File: config.mk
export PLATFORM = sky130hd
export DESIGN_NAME = fir_cell
export DESIGN_NICKNAME = d
export VERILOG_FILES = /design/src/hw/rtl/fir_pkg.sv /design/src/hw/rtl/fir_cell.sv
export SDC_FILE = /design/constraint.sdc
export NUM_CORES = 1
export LEC_CHECK = 0
export BUFFER_PORTS_ARGS = -buffer_cell sky130_fd_sc_hd__buf_4
export CAP_MARGIN = 5
export CORE_MARGIN = 5
export CORE_UTILIZATION = 40
export DETAILED_ROUTE_END_ITERATION = 8
export PLACE_DENSITY_LB_ADDON = 0.08
export SETUP_SLACK_MARGIN = 0.4
export SLEW_MARGIN = 20
export SYNTH_ARGS = -nofsm -noshare
export SYNTH_HDL_FRONTEND = slang
export SYNTH_SLANG_ARGS = --single-unit
File: constraint.sdc
create_clock -name i_clk -period 15 [get_ports i_clk]
set_clock_uncertainty 0.05 [all_clocks]
set_input_delay 1.5 -clock i_clk [delete_from_list [all_inputs] [get_ports i_clk]]
set_output_delay 1.5 -clock i_clk [all_outputs]
set_load 0.1 [all_outputs]
File: src/hw/rtl/fir_pkg.sv
`timescale 1ns / 1ps

package fir_pkg;

    // Field widths
    localparam int SAMPLE_W = 16;
    localparam int COEF_W   = 16;
    localparam int IDX_W    = 6;
    localparam int TAPS_W   = 7;
    localparam int PROD_W   = SAMPLE_W + COEF_W;
    localparam int OUT_W    = 38;

    // Request kinds
    localparam logic KIND_SAMPLE = 1'b0;
    localparam logic KIND_COEF   = 1'b1;

    // Active tap count after reset
    localparam logic [TAPS_W-1:0] TAP_COUNT_RST = 7'd64;

    typedef logic signed [SAMPLE_W-1:0] t_sample;
    typedef logic signed [COEF_W-1:0]   t_coef;
    typedef logic signed [PROD_W-1:0]   t_prod;
    typedef logic signed [OUT_W-1:0]    t_acc;

    // Control broadcast from the top level to every cell
    typedef struct packed {
        logic              shift;
        logic              coef_wr;
        logic [IDX_W-1:0]  coef_index;
        t_coef             coef_value;
        logic [TAPS_W-1:0] tap_count;
    } t_cell_ctl;

endpackage

File: src/hw/rtl/fir_cell.sv
`timescale 1ns / 1ps

module fir_cell import fir_pkg::*; #(
    parameter int CELL_IDX = 0
) (
    input  logic      i_clk,
    input  logic      i_rst_n,
    input  t_cell_ctl i_ctl,
    input  t_sample   i_sample,
    output t_sample   o_sample,
    output t_prod     o_prod
);

    t_sample r_delay;
    t_coef   r_coef;
    t_prod   r_prod;
    t_prod   n_prod;
    logic    w_wr;
    logic    w_active;

    // Decode the coefficient write and the active tap range
    assign w_wr     = i_ctl.coef_wr && (int'(i_ctl.coef_index) == CELL_IDX);
    assign w_active = (CELL_IDX == 0) || (CELL_IDX < int'(i_ctl.tap_count));

    // Weight the sample that enters this cell; zero for inactive taps
    assign n_prod = w_active ? (t_prod'(r_coef) * t_prod'(i_sample)) : '0;

    // Hold the delay tap and the weight
    always_ff @(posedge i_clk) begin
        if (!i_rst_n) begin
            r_delay <= '0;
            r_coef  <= '0;
        end else begin
            if (i_ctl.shift) begin
                r_delay <= i_sample;
            end
            if (w_wr) begin
                r_coef <= i_ctl.coef_value;
            end
        end
    end

    // Capture the product with the shift
    always_ff @(posedge i_clk) begin
        if (i_ctl.shift) begin
            r_prod <= n_prod;
        end
    end

    assign o_sample = r_delay;
    assign o_prod   = r_prod;

endmodule

==> results.sh, run 1 <==
export IMPL_async_reset_ff_share_pct=0
export IMPL_avgSynthCellArea_sq_um=9.87
export IMPL_whs_ns=0.466
export IMPL_grt_pass1_vias=8977
export IMPL_pin_count=97
export IMPL_core_sq_mm=0.0296
export IMPL_p_leak_nw=6.85
export IMPL_reg2reg_setup_slack_ns=7.93
export IMPL_cap_violations=0
export IMPL_cts_tree="yes"
export IMPL_clock_latency_ns=0.35
export IMPL_die_h_um=183
export IMPL_nFillCells=2988
export IMPL_crit_required_ns=15.10
export IMPL_outcome="finished, final reports clean"
export IMPL_worst_slew_pin_slew_ns=1.09
export IMPL_yosysSeqAreaShare_pct=13.4
export IMPL_rows=63
export IMPL_htree_levels=3
export IMPL_area_growth_pct=11.5
export IMPL_rr_worst_depth=19
export IMPL_synth_nets=1606
export IMPL_grtUsageTotal_pct=19.1
export IMPL_cp_start_kind="primary input"
export IMPL_clkSinkCount=64
export IMPL_whs_path_depth=2
export IMPL_numCtsBuffers=9
export IMPL_drive_gt1_share_pct=9.50
export IMPL_crit_path_end_kind="flop"
export IMPL_yosys_top_cells_area="fa_1, inv_1, ha_1"
export IMPL_clk_pin_slew_ns=0.06
export IMPL_cts_repair_resized=0
export IMPL_n_antenna_cell=0
export IMPL_clk_path_buf_depth=2
export IMPL_initial_core_util_pct=40.5
export IMPL_power_density_mw_per_mm2=45.1
export IMPL_post_cts_buffers=0
export IMPL_p_switching_mw=0.216
export IMPL_ys_flop_type="edfxtp_1"
export IMPL_ant_nets=0
export IMPL_mappedNetlistArea_sq_mm=0.0120
export IMPL_fin_setup_tns_ns=0
export IMPL_io_buffers=89
export IMPL_holdPathEnd="o_sample[3]"
export IMPL_min_path_type="reg -> reg"
export IMPL_gr_total_overflow=0
export IMPL_yosys_warnings=0
export IMPL_cp_max_fo=17
export IMPL_first_iter_violations=383
export IMPL_yosysMostFrequentCell="inv_1"
export IMPL_yosysTopAreaCellShare_pct=43.8
export IMPL_hold_violations=0
export IMPL_total_power_mw=0.603
export IMPL_switching_share_pct=35.8
export IMPL_p_seq_share_pct=32.8
export IMPL_yosysTopAreaCell="fa_1"
export IMPL_synth_common_cells="inv_1, fa_1, nand2_1"
export IMPL_setup_worst_path_class="in -> reg"
export IMPL_synthCells=1213
export IMPL_gp_congestion=0.810
export IMPL_avgViaCountPerCell=4.83
export IMPL_r2r_end="o_prod[31]"
export IMPL_die_width_um=183
export IMPL_grt_pass1_wl_um=49400
export IMPL_r2r_start="r_coef[13]"
export IMPL_min_from="o_sample[3]"
export IMPL_rsz0062_at_grt="false"
export IMPL_dr_pass1_iters=4
export IMPL_utilization_pct=45.2
export IMPL_synth_distinct_cells=40
export IMPL_cts_hold_buf=0
export IMPL_hpwl_um=24300
export IMPL_finalCriticalPeriod_ns=7.63
export IMPL_antenna_found_initial=0
export IMPL_synth_edff_count=32
export IMPL_grt_max_degree=49
export IMPL_finalMaxSlewViolations=0
export IMPL_synth_seq_cells=64
export IMPL_nets=1672
export IMPL_root_buffer="clkbuf_16"
export IMPL_fmax_mhz=131
export IMPL_cp_data_arrival_time_ns=7.73
export IMPL_slew_headroom_pct=26.9
export IMPL_drc=0
export IMPL_irDropWorstVdd_uv=53.1
export IMPL_combPwrFrac_pct=29.2
export IMPL_wire_per_inst_um=18.1
export IMPL_die_area_sq_mm=0.0335
export IMPL_fin_crit_sh_pct=50.9
export IMPL_clockPowerShare_pct=38.0
export IMPL_routed_wl_um=30300
export IMPL_power_internal_mw=0.387
export IMPL_vias=8091
export IMPL_setup_viol=0
-- worst max path at each step --
stage	from	to	slack, ns	cells past startpoint
4_1_cts	i_sample[7]	o_prod[31]	7.37	22
5_1_grt	i_sample[7]	o_prod[31]	7.16	22
6_report	i_sample[7]	o_prod[31]	7.37	22
3_3_place_gp	i_sample[7]	o_prod[31]	7.04	22
3_5_place_dp	i_sample[7]	o_prod[31]	7.01	22
2_1_floorplan	i_sample[7]	o_prod[31]	7.52	23
-- per-stage QoR --
| stage | setup WS (ns) | instances | cell area [sq um] |
|---|---|---|---|
| 6_report | 7.37 | 1674 | 13400 |
| 5_1_grt | 7.16 | 1674 | 13400 |
| 4_1_cts | 7.37 | 1674 | 13400 |
| 3_5_place_dp | 7.01 | 1658 | 13000 |
| 3_3_place_gp | 7.04 | 1658 | 13000 |
| 2_1_floorplan | 7.52 | 1213 | 12000 |
-- power by group through the flow --
stage	sequential [mW]	combinational [mW]	clock [mW]
2_1_floorplan	0.265	0.0619	0
3_3_place_gp	0.202	0.178	0
3_5_place_dp	0.202	0.178	0
4_1_cts	0.198	0.179	0.235
5_1_grt	0.199	0.189	0.243
6_report	0.198	0.176	0.229
-- worst max-delay path, stage by stage --
cell and delay, ns:
buf_4 0.26, nand2_1 0.13, fa_1 0.54, inv_1 0.05, fa_1 0.50, inv_1 0.06, fa_1 0.54, inv_1 0.06
fa_1 0.47, fa_1 0.49, inv_1 0.05, fa_1 0.47, inv_1 0.06, ha_1 0.47, and3_1 0.25, nand2_1 0.07
o31ai_2 0.66, a211oi_4 0.20, o221ai_2 0.23, o211ai_2 0.15, mux2i_1 0.15, a2111oi_2 0.34
-- routing by layer --
layer	wire length [um]	vias to the layer above	GRT usage, %
li1	-	3722	-
met1	12400	4225	23.9
met2	16500	116	35.4
met3	897	28	2.38
met4	506	0	4.05
met5	0	-	0
-- layout by cell type (no fill, tap or decap), drive strengths merged, types with 3 or more instances in the layout --
cell,count
or2,3
o21a,4
nor3,3
or3,3
nor2,22
xor2,6
inv,289
edfxtp,32
o21bai,4
nand3,6
buf,98
a21o,9
nand2,129
o211ai,5
dfxtp,32
a211oi,6
a21oi,18
xnor2,30
mux2i,33
and3,4
ha,82
and2,123
fa,262
nor2b,37
clkbuf,12
nand2b,4
o21ai,8
o22ai,3
-- area by class of cell --
| type | instances | area, sq um | area share [%] |
|---|---|---|---|
| multi-input cells | 817 | 9120 | 68.3 |
| flip-flops and latches | 64 | 1600 | 12.0 |
| inverters | 289 | 1080 | 8.12 |
| repair buffers | 98 | 736 | 5.51 |
| well taps | 390 | 488 | 3.65 |
| clock buffers | 12 | 268 | 2.01 |
| clock inverters | 4 | 50.0 | 0.375 |
-- flip-flops by register name, indices dropped and copies added (netlist names) --
name,flops
o_prod,32
o_sample,16
r_coef,16
-- kinds of logic after synthesis --
family / count (synthesis) / synth area share [%]
AO/OA/AOI/OAI: 66 / 3.96
XOR/XNOR: 36 / 2.63
adder cells (fa/ha/maj): 344 / 52.4
buffers and inverters: 332 / 10.4
flip-flops: 64 / 13.4
multiplexers: 33 / 2.76
AND/OR/NAND/NOR: 338 / 14.5
Note: power is estimated with default switching activity, not from simulation.
==> run 2: changes to the inputs <==
==> constraint.sdc (replaced) <==
create_clock -name i_clk -period 6.8 [get_ports i_clk]
set_clock_uncertainty 0.05 [all_clocks]
set_input_delay 0.68 -clock i_clk [delete_from_list [all_inputs] [get_ports i_clk]]
set_output_delay 0.68 -clock i_clk [all_outputs]
set_load 0.1 [all_outputs]
==> run 2 against run 1 <==
  * Sequential cell count unchanged
  * Sequential power up 120%
  * Via count down 0.49%
  * Clock power up 130%
  * Design area up 4.4%
  * First-iteration DRC count down 5.7%
  * Sequential share of layout area down 0.41 points
  * Final cell count up 3.2%
  * Die area unchanged
  * Non-clock buffer count up 53
  * Count of clock-buffer cells in the layout down 2
  * Critical endpoint unchanged
  * Largest cell class unchanged
  * Highest routed layer unchanged
==> results.sh, run 2 (synthesis results as in run 1) <==
export IMPL_setup_viol=0
export IMPL_fin_crit_sh_pct=92.1
export IMPL_mostFrequentLayoutCells="inv_1, fa_1, buf_4"
export IMPL_setup_worst_path_class="in -> reg"
export IMPL_initial_core_util_pct=40.5
export IMPL_hpwl_um=24000
export IMPL_die_width_um=183
export IMPL_cts_hold_buf=0
export IMPL_pin_count=97
export IMPL_dr_pass1_iters=5
export IMPL_antenna_found_initial=0
export IMPL_rows=63
export IMPL_grtUsageTotal_pct=18.4
export IMPL_numCtsBuffers=9
export IMPL_clock_latency_ns=0.35
export IMPL_ant_nets=0
export IMPL_cp_start_kind="primary input"
export IMPL_irDropWorstVdd_uv=95.1
export IMPL_nFillCells=2919
export IMPL_nets=1725
export IMPL_crit_path_end_kind="flop"
export IMPL_total_power_mw=1.36
export IMPL_vias=8051
export IMPL_cts_tree="yes"
export IMPL_utilization_pct=47.2
export IMPL_clkSinkCount=64
export IMPL_finalCriticalPeriod_ns=6.26
export IMPL_cp_max_fo=17
export IMPL_first_iter_violations=361
export IMPL_wire_per_inst_um=16.6
export IMPL_p_leak_nw=7.15
export IMPL_power_density_mw_per_mm2=97.4
export IMPL_p_seq_share_pct=32.0
export IMPL_clk_pin_slew_ns=0.07
export IMPL_gp_congestion=0.808
export IMPL_hold_violations=0
export IMPL_min_from="o_sample[4]"
export IMPL_area_growth_pct=16.5
export IMPL_io_buffers=89
export IMPL_die_h_um=183
export IMPL_drive_gt1_share_pct=15.0
export IMPL_worst_slew_pin_slew_ns=0.952
export IMPL_startpoint="i_sample[7]"
export IMPL_switching_share_pct=36.5
export IMPL_n_antenna_cell=0
export IMPL_final_common_cell="inv_1"
export IMPL_routed_wl_um=28700
export IMPL_min_path_type="reg -> reg"
export IMPL_crit_required_ns=6.91
export IMPL_rsz0062_at_grt="true"
export IMPL_slowest_stage="fa_1"
export IMPL_cap_violations=0
export IMPL_cp_data_arrival_time_ns=6.38
export IMPL_power_internal_mw=0.862
export IMPL_core_sq_mm=0.0296
export IMPL_cpPeakStageDelay_ns=0.56
export IMPL_drc=0
export IMPL_crit_chain="buf_8 > nand2_1 > fa_1 > inv_1 > fa_1 > inv_1 > fa_1 > inv_1 > fa_1 > fa_1 > inv_2 > fa_1 > inv_2 > ha_4 > and3_4 > a221oi_4 > o31ai_4 > a211oi_4 > o221ai_4 > o211ai_2 > mux2i_1 > a2111oi_2"
export IMPL_largest_reg_flops=32
export IMPL_fmax_mhz=160
export IMPL_p_switching_mw=0.496
export IMPL_fin_setup_tns_ns=0
export IMPL_combPwrFrac_pct=29.4
export IMPL_grt_pass1_vias=9090
export IMPL_root_buffer="clkbuf_16"
export IMPL_grt_pass1_wl_um=48600
export IMPL_die_area_sq_mm=0.0335
export IMPL_gr_total_overflow=0
export IMPL_htree_levels=3
export IMPL_clockPowerShare_pct=38.6
export IMPL_avgViaCountPerCell=4.66
export IMPL_r2r_start="r_coef[9]"
export IMPL_clk_path_buf_depth=2
export IMPL_slew_headroom_pct=36.4
export IMPL_outcome="finished, final reports clean"
export IMPL_finalMaxSlewViolations=0
export IMPL_grt_max_degree=49
export IMPL_multi_input_area_sq_mm=0.00925
export IMPL_crit_top_cell="fa_1"
export IMPL_ff_latch_area_sq_mm=0.00162
-- run 2: power groups by stage --
stage / Combinational [mW] / Clock (mW) / Sequential [mW]
floorplan: 0.138 / 0 / 0.584
global placement: 0.393 / 0 / 0.444
detailed placement: 0.395 / 0 / 0.444
CTS: 0.396 / 0.543 / 0.436
global route: 0.433 / 0.561 / 0.437
finish: 0.399 / 0.524 / 0.435
-- run 2: per-layer routing --
metal	vias to the layer above	track usage [%]	share of wire, %
met5	-	0	0
met4	0	4.08	1.5
met3	25	2.44	3.0
met2	117	29.6	46
met1	4080	26.9	50
li1	3829	-	-
-- run 2: worst max-delay path, delay by kind of cell --
| family | cells | cell delay (ns) |
|---|---|---|
| adder cells (fa/ha/maj) | 7 | 3.38 |
| AO/OA/AOI/OAI | 6 | 1.49 |
| buffers and inverters | 6 | 0.40 |
| multiplexers | 1 | 0.12 |
| AND/OR/NAND/NOR | 2 | 0.28 |
-- run 2: cell type report --
class | count | area share [%]
Sequential cell | 64 | 11.6
Multi-Input combinational cell | 817 | 66.4
Timing Repair Buffer | 151 | 8.46
Clock buffer | 10 | 1.80
Clock inverter | 6 | 0.521
Tap cell | 390 | 3.50
Inverter | 289 | 7.78
-- run 2: worst paths after layout --
kind,to,slack (ns),cells past startpoint
max,o_prod[31],0.54,22
min,o_sample[4],0.48,2
max reg2reg,o_prod[31],0.57,21
min reg2reg,o_sample[4],0.48,2
-- run 2: timing repair --
item | CTS | global route
endpoints found under the setup margin | 3 | 7
pin swaps | 0 | 18
buffers inserted | 0 | 5
resized for setup | 5 | 37
-- run 2: per-stage QoR --
step | setup slack, ns | hold WS [ns] | area (sq um) | std cells
after floorplan | 0.424 | 0.498 | 12000 | 1213
after global placement | -0.00800 | 0.450 | 13400 | 1706
after detailed placement | -0.0318 | 0.465 | 13400 | 1706
after CTS | 0.406 | 0.479 | 13700 | 1722
after global routing | 0.289 | 0.498 | 13900 | 1727
final | 0.536 | 0.477 | 13900 | 1727
